**src/hdl/tmslf_pkg.sv**
```systemverilog
package tmslf_pkg;

  localparam int CHANNELS  = 8;
  localparam int CH_W      = 3;
  localparam int CH_IDX_W  = (CHANNELS > 1) ? $clog2(CHANNELS) : 1;
  localparam int SAMPLE_W  = 12;
  localparam int N_SAMPLES = 5;

  // sum of the middle three samples, at most 3 * 4095
  localparam int SUM_W     = 14;
  // raw sum of all five samples
  localparam int TOTAL_W   = 15;

  // floor(sum / 30) == (sum * RECIP) >> RECIP_SHIFT for every sum below 2**14
  localparam int RECIP_W     = 15;
  localparam int RECIP_SHIFT = 19;
  localparam logic [RECIP_W-1:0] RECIP = 15'd17477;
  localparam int PROD_W      = SUM_W + RECIP_W;
  localparam int Q_W         = 9;

  localparam logic [SAMPLE_W-1:0] FULL_SCALE = 12'd4095;
  localparam logic [SAMPLE_W-1:0] RISE_RESET = 12'd50;
  localparam logic [SAMPLE_W-1:0] FALL_RESET = 12'd60;

  localparam int CFG_IDX_W = 2;

  typedef enum logic [CFG_IDX_W-1:0] {
    CFG_RISE_LIMIT = 2'd0,
    CFG_FALL_LIMIT = 2'd1
  } cfg_reg_e;

  typedef logic [SAMPLE_W-1:0] sample_t;
  typedef logic [CH_W-1:0]     chan_t;

  typedef struct packed {
    sample_t rise;
    sample_t fall;
  } slew_cfg_t;

endpackage

```
**src/hdl/tmslf_if.sv**
```systemverilog
interface tmslf_in_if;
  import tmslf_pkg::*;

  logic    valid;
  logic    ready;
  chan_t   channel;
  sample_t sample_a;
  sample_t sample_b;
  sample_t sample_c;
  sample_t sample_d;
  sample_t sample_e;

  modport source (
    output valid, channel, sample_a, sample_b, sample_c, sample_d, sample_e,
    input  ready
  );
  modport sink (
    input  valid, channel, sample_a, sample_b, sample_c, sample_d, sample_e,
    output ready
  );
endinterface

interface tmslf_out_if;
  import tmslf_pkg::*;

  logic    valid;
  logic    ready;
  chan_t   out_channel;
  sample_t quantized_mean;
  sample_t filtered_value;

  modport source (
    output valid, out_channel, quantized_mean, filtered_value,
    input  ready
  );
  modport sink (
    input  valid, out_channel, quantized_mean, filtered_value,
    output ready
  );
endinterface

interface tmslf_cfg_if;
  import tmslf_pkg::*;

  logic                 valid;
  logic                 ready;
  logic [CFG_IDX_W-1:0] index;
  sample_t              data;

  modport source (
    output valid, index, data,
    input  ready
  );
  modport sink (
    input  valid, index, data,
    output ready
  );
endinterface

```
**src/hdl/tmslf_trim.sv**
```systemverilog
module tmslf_trim (
  input  tmslf_pkg::sample_t                  smp_i [tmslf_pkg::N_SAMPLES],
  output logic [tmslf_pkg::SUM_W-1:0]         mid_sum_o
);
  import tmslf_pkg::*;

  sample_t            lo;
  sample_t            hi;
  logic [TOTAL_W-1:0] total;
  logic [TOTAL_W-1:0] trimmed;

  // running min, max and sum over the five samples
  always_comb begin
    lo    = smp_i[0];
    hi    = smp_i[0];
    total = '0;
    for (int i = 0; i < N_SAMPLES; i++) begin
      total = total + TOTAL_W'(smp_i[i]);
      if (smp_i[i] < lo) begin
        lo = smp_i[i];
      end
      if (smp_i[i] > hi) begin
        hi = smp_i[i];
      end
    end
    trimmed = total - TOTAL_W'(lo) - TOTAL_W'(hi);
  end

  assign mid_sum_o = trimmed[SUM_W-1:0];

endmodule

```
**src/hdl/tmslf_slew.sv**
```systemverilog
module tmslf_slew (
  input  tmslf_pkg::slew_cfg_t cfg_i,
  input  tmslf_pkg::sample_t   prev_i,
  input  tmslf_pkg::sample_t   target_i,
  output tmslf_pkg::sample_t   next_o
);
  import tmslf_pkg::*;

  sample_t             up_diff;
  sample_t             dn_diff;
  logic [SAMPLE_W:0]   up_val;

  assign up_diff = target_i - prev_i;
  assign dn_diff = prev_i - target_i;
  assign up_val  = {1'b0, prev_i} + {1'b0, cfg_i.rise};

  always_comb begin
    next_o = target_i;
    if (target_i >= prev_i) begin
      if (up_diff > cfg_i.rise) begin
        // saturate at full scale
        next_o = (up_val > {1'b0, FULL_SCALE}) ? FULL_SCALE : up_val[SAMPLE_W-1:0];
      end
    end else if (dn_diff > cfg_i.fall) begin
      next_o = prev_i - cfg_i.fall;
    end
  end

endmodule

```
**src/hdl/trimmed_mean_slew_limit_filter_top.sv**
```systemverilog
// Trimmed-mean filter with per-channel slew limit. Each input beat carries a
// channel number and five 12-bit samples; the smallest and largest sample are
// dropped, the middle three averaged (rounded down) and floored to a multiple
// of ten. The change from the channel's stored value is then capped at
// rise_limit upwards and fall_limit downwards, the capped value is stored and
// returned with the quantized mean. One beat is accepted per clock unless
// out_o stalls; a beat passes through the input register, trim-sum register,
// reciprocal multiply register and result register before showing on out_o.
// The per-channel store is read and written in the last stage, so beats on
// the same channel may follow each other back to back.
// Configuration is always ready and should be written while no beat is in
// flight; index 0 is rise_limit, index 1 fall_limit, other indexes are ignored.
module trimmed_mean_slew_limit_filter_top (
  input  logic        clk_i,
  input  logic        rst_ni,
  tmslf_cfg_if.sink   cfg_i,
  tmslf_in_if.sink    in_i,
  tmslf_out_if.source out_o
);
  import tmslf_pkg::*;

  // configuration registers
  slew_cfg_t cfg_q;

  // per-channel filtered value
  sample_t   last_q [CHANNELS];

  // stage 1: raw input beat
  logic      s1_vld_q;
  chan_t     s1_ch_q;
  sample_t   s1_smp_q [N_SAMPLES];

  // stage 2: middle three sum
  logic             s2_vld_q;
  chan_t            s2_ch_q;
  logic [SUM_W-1:0] s2_sum_q;

  // stage 3: sum divided by thirty
  logic           s3_vld_q;
  chan_t          s3_ch_q;
  logic [Q_W-1:0] s3_q_q;

  // result register
  logic    out_vld_q;
  chan_t   out_ch_q;
  sample_t out_mean_q;
  sample_t out_filt_q;

  logic              out_rdy;
  logic              s3_free;
  logic              s2_free;
  logic              s1_free;
  logic              s3_adv;
  logic              in_acc;
  logic [SUM_W-1:0]  mid_sum;
  logic [PROD_W-1:0] prod;
  sample_t           quant;
  logic              ch_ok;
  logic [CH_IDX_W-1:0] ch_idx;
  sample_t           prev;
  sample_t           next_val;

  // ------------------------------------------------------------------
  // flow control: a stage takes a new beat when empty or moving on
  // ------------------------------------------------------------------
  assign out_rdy = !out_vld_q || out_o.ready;
  assign s3_free = !s3_vld_q || out_rdy;
  assign s2_free = !s2_vld_q || s3_free;
  assign s1_free = !s1_vld_q || s2_free;
  assign s3_adv  = s3_vld_q && out_rdy;

  assign in_i.ready = s1_free;
  assign in_acc     = in_i.valid && s1_free;

  assign cfg_i.ready = 1'b1;

  // ------------------------------------------------------------------
  // configuration writes
  // ------------------------------------------------------------------
  always_ff @(posedge clk_i or negedge rst_ni) begin
    if (!rst_ni) begin
      cfg_q.rise <= RISE_RESET;
      cfg_q.fall <= FALL_RESET;
    end else if (cfg_i.valid) begin
      case (cfg_i.index)
        CFG_RISE_LIMIT: cfg_q.rise <= cfg_i.data;
        CFG_FALL_LIMIT: cfg_q.fall <= cfg_i.data;
        default: ;
      endcase
    end
  end

  // ------------------------------------------------------------------
  // stage 1: input register
  // ------------------------------------------------------------------
  always_ff @(posedge clk_i or negedge rst_ni) begin
    if (!rst_ni) begin
      s1_vld_q <= 1'b0;
    end else if (s1_free) begin
      s1_vld_q <= in_i.valid;
    end
  end

  always_ff @(posedge clk_i) begin
    if (in_acc) begin
      s1_ch_q     <= in_i.channel;
      s1_smp_q[0] <= in_i.sample_a;
      s1_smp_q[1] <= in_i.sample_b;
      s1_smp_q[2] <= in_i.sample_c;
      s1_smp_q[3] <= in_i.sample_d;
      s1_smp_q[4] <= in_i.sample_e;
    end
  end

  // ------------------------------------------------------------------
  // stage 2: drop min and max, keep the middle sum
  // ------------------------------------------------------------------
  tmslf_trim u_trim (
    .smp_i     (s1_smp_q),
    .mid_sum_o (mid_sum)
  );

  always_ff @(posedge clk_i or negedge rst_ni) begin
    if (!rst_ni) begin
      s2_vld_q <= 1'b0;
    end else if (s2_free) begin
      s2_vld_q <= s1_vld_q;
    end
  end

  always_ff @(posedge clk_i) begin
    if (s2_free && s1_vld_q) begin
      s2_ch_q  <= s1_ch_q;
      s2_sum_q <= mid_sum;
    end
  end

  // ------------------------------------------------------------------
  // stage 3: mean / 3 then / 10 folds into one divide by thirty,
  // done as a reciprocal multiply that is exact over the sum's range
  // ------------------------------------------------------------------
  assign prod = PROD_W'(s2_sum_q) * PROD_W'(RECIP);

  always_ff @(posedge clk_i or negedge rst_ni) begin
    if (!rst_ni) begin
      s3_vld_q <= 1'b0;
    end else if (s3_free) begin
      s3_vld_q <= s2_vld_q;
    end
  end

  always_ff @(posedge clk_i) begin
    if (s3_free && s2_vld_q) begin
      s3_ch_q <= s2_ch_q;
      s3_q_q  <= prod[RECIP_SHIFT +: Q_W];
    end
  end

  // ------------------------------------------------------------------
  // last stage: times ten, slew limit against the stored value
  // ------------------------------------------------------------------
  assign quant  = (SAMPLE_W'(s3_q_q) << 3) + (SAMPLE_W'(s3_q_q) << 1);
  assign ch_ok  = 32'(s3_ch_q) < CHANNELS;
  assign ch_idx = CH_IDX_W'(s3_ch_q);
  // channels beyond the store start from zero and are never written back
  assign prev   = ch_ok ? last_q[ch_idx] : '0;

  tmslf_slew u_slew (
    .cfg_i    (cfg_q),
    .prev_i   (prev),
    .target_i (quant),
    .next_o   (next_val)
  );

  always_ff @(posedge clk_i or negedge rst_ni) begin
    if (!rst_ni) begin
      for (int i = 0; i < CHANNELS; i++) begin
        last_q[i] <= '0;
      end
    end else if (s3_adv && ch_ok) begin
      last_q[ch_idx] <= next_val;
    end
  end

  always_ff @(posedge clk_i or negedge rst_ni) begin
    if (!rst_ni) begin
      out_vld_q <= 1'b0;
    end else if (out_rdy) begin
      out_vld_q <= s3_vld_q;
    end
  end

  always_ff @(posedge clk_i) begin
    if (s3_adv) begin
      out_ch_q   <= s3_ch_q;
      out_mean_q <= quant;
      out_filt_q <= next_val;
    end
  end

  assign out_o.valid          = out_vld_q;
  assign out_o.out_channel    = out_ch_q;
  assign out_o.quantized_mean = out_mean_q;
  assign out_o.filtered_value = out_filt_q;

endmodule
```
**src/flat_wrapper.sv**
```systemverilog
// flat-port wrapper written by rule: the top's interface ports become plain ports
module trimmed_mean_slew_limit_filter_top_flat import tmslf_pkg::*;
  (clk_i, rst_ni, cfg_i_valid, cfg_i_index, cfg_i_data, cfg_i_ready, in_i_valid, in_i_channel, in_i_sample_a, in_i_sample_b, in_i_sample_c, in_i_sample_d, in_i_sample_e, in_i_ready, out_o_valid, out_o_out_channel, out_o_quantized_mean, out_o_filtered_value, out_o_ready);
  tmslf_cfg_if cfg_i_i ();
  tmslf_in_if in_i_i ();
  tmslf_out_if out_o_i ();
  input  logic clk_i;
  input  logic rst_ni;
  input wire logic [$bits(cfg_i_i.valid)-1:0] cfg_i_valid;
  input wire logic [$bits(cfg_i_i.index)-1:0] cfg_i_index;
  input wire logic [$bits(cfg_i_i.data)-1:0] cfg_i_data;
  output wire logic [$bits(cfg_i_i.ready)-1:0] cfg_i_ready;
  input wire logic [$bits(in_i_i.valid)-1:0] in_i_valid;
  input wire logic [$bits(in_i_i.channel)-1:0] in_i_channel;
  input wire logic [$bits(in_i_i.sample_a)-1:0] in_i_sample_a;
  input wire logic [$bits(in_i_i.sample_b)-1:0] in_i_sample_b;
  input wire logic [$bits(in_i_i.sample_c)-1:0] in_i_sample_c;
  input wire logic [$bits(in_i_i.sample_d)-1:0] in_i_sample_d;
  input wire logic [$bits(in_i_i.sample_e)-1:0] in_i_sample_e;
  output wire logic [$bits(in_i_i.ready)-1:0] in_i_ready;
  output wire logic [$bits(out_o_i.valid)-1:0] out_o_valid;
  output wire logic [$bits(out_o_i.out_channel)-1:0] out_o_out_channel;
  output wire logic [$bits(out_o_i.quantized_mean)-1:0] out_o_quantized_mean;
  output wire logic [$bits(out_o_i.filtered_value)-1:0] out_o_filtered_value;
  input wire logic [$bits(out_o_i.ready)-1:0] out_o_ready;
  assign cfg_i_i.valid = cfg_i_valid;
  assign cfg_i_i.index = cfg_i_index;
  assign cfg_i_i.data = cfg_i_data;
  assign cfg_i_ready = cfg_i_i.ready;
  assign in_i_i.valid = in_i_valid;
  assign in_i_i.channel = in_i_channel;
  assign in_i_i.sample_a = in_i_sample_a;
  assign in_i_i.sample_b = in_i_sample_b;
  assign in_i_i.sample_c = in_i_sample_c;
  assign in_i_i.sample_d = in_i_sample_d;
  assign in_i_i.sample_e = in_i_sample_e;
  assign in_i_ready = in_i_i.ready;
  assign out_o_valid = out_o_i.valid;
  assign out_o_out_channel = out_o_i.out_channel;
  assign out_o_quantized_mean = out_o_i.quantized_mean;
  assign out_o_filtered_value = out_o_i.filtered_value;
  assign out_o_i.ready = out_o_ready;
  trimmed_mean_slew_limit_filter_top u_core (.clk_i(clk_i), .rst_ni(rst_ni), .cfg_i(cfg_i_i), .in_i(in_i_i), .out_o(out_o_i));
endmodule
```
**config.mk**
```make
export PLATFORM = sky130hd
export DESIGN_NAME = trimmed_mean_slew_limit_filter_top_flat
export DESIGN_NICKNAME = d
export VERILOG_FILES = /design/src/hdl/tmslf_pkg.sv /design/src/hdl/tmslf_if.sv /design/src/hdl/tmslf_trim.sv /design/src/hdl/tmslf_slew.sv /design/src/hdl/trimmed_mean_slew_limit_filter_top.sv /design/src/flat_wrapper.sv
export SDC_FILE = /design/constraint.sdc
export NUM_CORES = 1
export LEC_CHECK = 0
export BUFFER_PORTS_ARGS = -buffer_cell sky130_fd_sc_hd__buf_4
export CORE_ASPECT_RATIO = 1.4
export CORE_MARGIN = 5
export CORE_UTILIZATION = 57
export DETAILED_ROUTE_END_ITERATION = 6
export GPL_TIMING_DRIVEN = 1
export PLACE_DENSITY = 0.85
export SKIP_LAST_GASP = 1
export SLEW_MARGIN = 10
export SYNTH_ARGS = -nofsm -noshare
export SYNTH_HDL_FRONTEND = slang
export SYNTH_HIERARCHICAL = 1
export SYNTH_SLANG_ARGS = --single-unit
```
**constraint.sdc**
```tcl
create_clock -name clk_i -period 12.3 [get_ports clk_i]
set_clock_uncertainty 0.1 [all_clocks]
set_input_delay 0.615 -clock clk_i [delete_from_list [all_inputs] [get_ports clk_i]]
set_output_delay 0.615 -clock clk_i [all_outputs]
set_load 0.05 [all_outputs]
```
==> impl_metrics.csv, run 1 <==
group,metric,value,unit
run_status,status,"finished, violations left",
run_status,violations,"DRC",
place,hpwl,41340,um
clock_tree,cts.path.max_buffers,3,
timing,whs,0.1353,ns
global_route,grt_max_degree,85,
detailed_routing,drc,1,
critical_path,path_max_fanout,8,
clock_tree,cts_buffers,25,
critical_path,r2r-start,"u_core/s1_smp_q[47]",
critical_path,critical_path_class,"flip-flop to flip-flop",
floorplan,std_cell_rows,80,
global_route,gr-usage-all-layers,26.87,%
flow_run,cap_violations,0,
critical_path,critPathMaxStageDelay,0.56,ns
detailed_routing,dr_wl_met2,27940,um
synth,synthTopCellsByCount,"ha_1, inv_1, mux2_2",
cells_and_area,post-route-util,67.05,%
detailed_routing,wl,53680,um
detailed_routing,wl_met1,18250,um
global_route,grt_overflow,0,
synth,synth_top_flop_cell,"edfxtp_1",
worst_hold_path,holdPathStages,1,
cells_and_area,n_fill_cell,2469,
cells_and_area,nets,2412,
synth,synthMostInstantiatedCell,"ha_1",
worst_hold_path,holdPathEnd,"u_core/s1_smp_q[13]",
detailed_routing,dr_wl_met3,2819,um
place,dpl_cell_area,0.02149,mm^2
synth,syn_avg_cell_area,10.99,um^2
cells_and_area,drive_above_1_share,25.71,%
synth,synth_warnings,6,
critical_path,crit_buf_inv,5,
clock_tree,cts_max_level,1,
global_route,grt_pass1_wl,82900,um
critical_path,cp.arrival,12.35,ns
timing,min_period,12.15,ns
floorplan,start_util,57.73,%
floorplan,die_w,166.9,um
timing,max-slew-margin-rel,14.63,%
place,gp_congestion,0.9618,
critical_path,reg2reg_depth,53,
place,numPortBuffers,109,
synth,yosysTopAreaCellShare,18.03,%
worst_hold_path,min-delay-start,"in_i_sample_d[1]",
clock_tree,cts.reportedPaths.clkPinSlew,0.07,ns
critical_path,cp-start-kind,"flip-flop",
detailed_routing,ant_nets,0,
critical_path,critPathTopFamily,"compound AO/OA/AOI/OAI gates",
detailed_routing,dr.pass1.iters,7,
detailed_routing,wl_per_cell,21.80,um
detailed_routing,drt_iter0_markers,1302,
synth,async_reset_ff_share,51.24,%
critical_path,cp.required,12.50,ns
critical_path,end_kind,"flip-flop",
critical_path,critPathSlowestCell,"or4_4",
floorplan,fp.dieH,229.7,um
detailed_routing,via_per_inst,6.177,
synth,synth_edf_count,118,
global_route,grt_pass1_vias,16176,
floorplan,coreArea,0.03403,mm^2
cells_and_area,regArea,0.006655,mm^2
timing,finalMaxSlewViolations,0,
clock_tree,cts_sinks,242,
synth,syn_area,0.01965,mm^2
synth,netlist_instances,1788,
synth,synth_cell_types,102,
synth,yosysTopAreaCell,"edfxtp_1",
synth,synthTopCellsByArea,"edfxtp_1, ha_1, dfrtp_1",
detailed_routing,top_layer_used,"met4",
cells_and_area,areaGrowthSynthToFinish,16.14,%
synth,ys_seq_area_share,33.87,%
critical_path,r2r_setup_slack,0.15,ns
global_route,antenna_found_initial,0,
timing,tightest_slew,1.280,ns
synth,ys_ff_latch,242,
cells_and_area,finish.instance_area,0.02282,mm^2
clock_tree,cts_tree,"built",
cells_and_area,multi_input_area,0.01219,mm^2
floorplan,fp.dieArea,0.03834,mm^2
worst_hold_path,min_path_type,"primary input to flip-flop",
timing,fmax,82.28,MHz
critical_path,r2r-end,"u_core/s2_sum_q[13]",
cells_and_area,n_antenna_cell,0,
timing,setup_viol,0,
timing,finalCritPeriodShare,98.81,%
detailed_routing,vias,15208,
clock_tree,worstSkewPairLatency,0.56,ns
clock_tree,clockRootBuffer,"clkbuf_16",
timing,hold_viol_final,0,
floorplan,io_pins,112,
[how the worst max path moves through the flow]
stage | from | to | cells past startpoint
after floorplan | u_core/s1_smp_q[37] | u_core/s2_sum_q[13] | 57
after global placement | u_core/s1_smp_q[47] | u_core/s2_sum_q[13] | 54
after detailed placement | u_core/s1_smp_q[47] | u_core/s2_sum_q[13] | 54
after CTS | u_core/s1_smp_q[55] | u_core/s2_sum_q[13] | 56
after global routing | u_core/s1_smp_q[37] | u_core/s2_sum_q[13] | 57
final | u_core/s1_smp_q[47] | u_core/s2_sum_q[13] | 53
[through the flow]
step                      TNS (ns)  cells  setup slack [ns]
final                            0   2462            0.1459
after global routing       -0.9001   2462           -0.3001
after CTS                        0   2443           0.04485
after detailed placement   -0.8839   2394           -0.3590
after global placement     -0.1910   2394           -0.1287
after floorplan                  0   1791            0.2453
[flip-flops by register name, indices dropped and copies added, names as in the netlist]
register	cells
u_core/out_o.valid	1
u_core/out_o.out_channel	3
u_core/out_o.quantized_mean	11
u_core/s1_smp_q	60
u_core/out_o.filtered_value	12
u_core/ch_idx	3
u_core/cfg_q	24
u_core/s1_vld_q	1
u_core/s3_vld_q	1
u_core/s1_ch_q	3
u_core/last_q	96
u_core/s2_vld_q	1
u_core/s2_ch_q	3
u_core/s2_sum_q	14
u_core/s3_q_q	9
[area by class of cell]
class	instances	share of cell area, %
multi-input cells	1278	53.42
flip-flops and latches	242	29.16
repair buffers	224	7.567
inverters	221	3.635
clock buffers	35	3.219
well taps	451	2.473
clock inverters	11	0.5264
[cells by family after synthesis]
family          share of synthesized area [%]
buf+inv                                 5.636
mux                                     12.39
simple gates                            8.960
xor+xnor                                2.764
fa+ha+maj                               24.79
other cells                           0.03822
compound gates                          11.55
flops                                   33.87
[repair_timing]
item / CTS / global route
buffers inserted: 2 / 18
setup endpoints to repair: 4 / 4
pin swaps: 0 / 55
endpoints found under the hold margin: 33 / 0
hold buffers: 1 / 0
resized for setup: 12 / 69
gates cloned: 0 / 1
[cells in the final DEF, fill, tap and decap left out, drive strengths merged, types with 36 or more instances in the layout]
cell type / count
a21oi: 119
buf: 223
dfrtp: 117
edfxtp: 118
fa: 84
ha: 254
inv: 224
mux2: 143
mux2i: 50
nand2: 63
nor2: 94
o21ai: 62
xnor2: 36
[metal layers]
| layer | track usage [%] | vias to the layer above |
|---|---|---|
| met5 | 0 | - |
| met4 | 18.06 | 0 |
| met3 | 3.694 | 277 |
| met2 | 50.33 | 667 |
| met1 | 27.46 | 7454 |
| li1 | - | 6810 |
Power of run 1 is left out: the tool's default activity adds up to more than one toggle a clock period on the data nets, which glitch-free logic cannot reach.
==> inputs of run 2 (changes only) <==
--- a/config.mk
+++ b/config.mk
@@ -16,5 +16,4 @@
 export SLEW_MARGIN = 10
 export SYNTH_ARGS = -nofsm -noshare
 export SYNTH_HDL_FRONTEND = slang
-export SYNTH_HIERARCHICAL = 1
 export SYNTH_SLANG_ARGS = --single-unit
==> impl_metrics.csv, run 2 <==
group,metric,value,unit
clock_tree,cts.path.max_buffers,3,
global_route,grt_pass1_vias,15871,
critical_path,critPathSlowestCell,"fa_1",
place,gp_congestion,0.9816,
critical_path,end_kind,"flip-flop",
synth,synthMostInstantiatedCell,"inv_1",
global_route,grt_overflow,0,
detailed_routing,dr.pass1.iters,5,
critical_path,path_max_fanout,6,
synth,synth_cell_types,76,
cells_and_area,nets,2439,
synth,yosysTopAreaCell,"edfxtp_1",
clock_tree,cts_max_level,1,
clock_tree,cts.reportedPaths.clkPinSlew,0.06,ns
critical_path,path_depth,56,
timing,finalCritPeriodShare,98.15,%
cells_and_area,top_register,"u_core.last_q",
synth,netlist_instances,1792,
detailed_routing,via_per_inst,5.920,
critical_path,cp.arrival,12.27,ns
floorplan,die_w,165.7,um
synth,syn_nets,2210,
place,hpwl,42840,um
floorplan,fp.dieArea,0.03778,mm^2
synth,synthTopCellsByCount,"inv_1, ha_1, edfxtp_1",
detailed_routing,drt_iter0_markers,771,
detailed_routing,drc,0,
detailed_routing,wl,53940,um
clock_tree,clockRootBuffer,"clkbuf_16",
run_status,violations,"hold timing",
floorplan,io_pins,112,
floorplan,fp.dieH,228.0,um
synth,synth_edf_count,118,
cells_and_area,reg.largest.list,"u_core.last_q x96, u_core.s1_smp_q x60, u_core.cfg_q x24",
synth,synth_warnings,0,
critical_path,crit_top_cell,"a21o_1",
cells_and_area,final_cell_mix,"inv_1, ha_1, buf_4",
detailed_routing,wl_per_cell,21.70,um
cells_and_area,largest_reg_flops,96,
timing,min_period,12.07,ns
clock_tree,cts_tree,"built",
floorplan,std_cell_rows,79,
critical_path,critPathTopFamily,"compound AO/OA/AOI/OAI gates",
timing,max-slew-margin-rel,23.96,%
clock_tree,ctsHoldBuffers,0,
run_status,status,"finished, violations left",
synth,ys_ff_latch,242,
synth,yosysTopAreaCellShare,18.32,%
worst_hold_path,min_path_type,"primary input to asynchronous set/reset pin",
cells_and_area,n_fill_cell,2446,
synth,synthTopCellsByArea,"edfxtp_1, ha_1, dfrtp_1",
timing,tightest_slew,1.141,ns
timing,fmax,82.83,MHz
place,numPortBuffers,109,
clock_tree,cts_buffers,26,
timing,setup_viol,0,
global_route,gr-usage-all-layers,27.46,%
clock_tree,cts_sinks,242,
global_route,grt_max_degree,71,
critical_path,critical_path_class,"flip-flop to flip-flop",
critical_path,critPathMaxStageDelay,0.60,ns
synth,async_reset_ff_share,51.24,%
timing,whs,-0.001629,ns
synth,syn_area,0.01935,mm^2
critical_path,reg2reg_depth,56,
cells_and_area,drive_above_1_share,25.67,%
global_route,grt_pass1_wl,82530,um
timing,finalMaxSlewViolations,0,
synth,ys_seq_area_share,34.40,%
detailed_routing,vias,14718,
global_route,antenna_found_initial,0,
floorplan,coreArea,0.03341,mm^2
critical_path,crit_buf_inv,9,
cells_and_area,areaGrowthSynthToFinish,18.94,%
synth,syn_avg_cell_area,10.80,um^2
detailed_routing,ant_nets,0,
critical_path,cp.required,12.50,ns
critical_path,cp-start-kind,"flip-flop",
timing,hold_viol_final,1,
synth,synth_top_flop_cell,"edfxtp_1",
cells_and_area,n_antenna_cell,0,
cells_and_area,final_common_cell,"inv_1",
floorplan,start_util,57.91,%
flow_run,cap_violations,0,
clock_tree,worstSkewPairLatency,0.56,ns
-- run 2: area by class of cell --
cell class                      count  area, um^2  area share [%]
Timing Repair Buffer              249        1922           8.352
Clock buffer                       35       735.7           3.197
Tap cell                          445       556.8           2.420
Sequential cell                   242        6655           28.92
Inverter                          260       975.9           4.241
Multi-Input combinational cell   1242       12030           52.28
Clock inverter                     13       133.9          0.5818
-- run 2: kinds of logic after synthesis --
group,after synthesis,share of synthesized area [%]
DFF,242,34.40
buffers and inverters,308,6.073
other,2,0.03882
adders and majority gates,337,25.04
AOI/OAI and AO/OA,345,12.00
and+or+nand+nor,297,7.528
muxes,201,12.20
xor gates and xnor gates,60,2.716
-- run 2: worst paths after layout --
kind | slack (ns) | from | to
max | 0.23 | u_core.s1_smp_q[38] | u_core.s2_sum_q[10]
min | -0.002 | rst_ni | u_core.cfg_q[1]
max reg2reg | 0.23 | u_core.s1_smp_q[38] | u_core.s2_sum_q[10]
min reg2reg | 0.30 | u_core.s2_ch_q[1] | u_core.ch_idx[1]
max in group asynchronous | 10.76 | rst_ni | u_core.last_q[82]
min in group clk_i | 0.13 | in_i_sample_c[2] | u_core.s1_smp_q[26]
-- run 2: metrics by stage --
stage / setup WS [ns] / utilization (%) / area (um^2) / instances / TNS (ns)
2_1_floorplan: 0.01289 / - / 19360 / 1792 / 0
3_3_place_gp: 0.05343 / 64.19 / 21450 / 2418 / 0
3_5_place_dp: -0.3215 / 64.19 / 21450 / 2418 / -0.8006
4_1_cts: 0.01039 / 66.94 / 22360 / 2466 / 0
5_1_grt: -0.2404 / 68.87 / 23010 / 2486 / -0.9446
6_report: 0.2275 / 68.87 / 23010 / 2486 / 0
-- run 2: timing repair --
action | in CTS | in global routing
buffers inserted | 0 | 19
pin swaps | 5 | 61
setup endpoints to repair | 4 | 7
gates resized for setup | 10 | 91
gates cloned | 0 | 1
-- run 2: per-layer routing --
| metal | global-route usage (%) | wire, um | up-vias |
|---|---|---|---|
| li1 | - | - | 6804 |
| met1 | 26.68 | 17980 | 7190 |
| met2 | 51.93 | 28730 | 496 |
| met3 | 3.720 | 2232 | 228 |
| met4 | 20.71 | 4993 | 0 |
| met5 | 0 | 0 | - |
Power of run 2 is left out for the same reason.
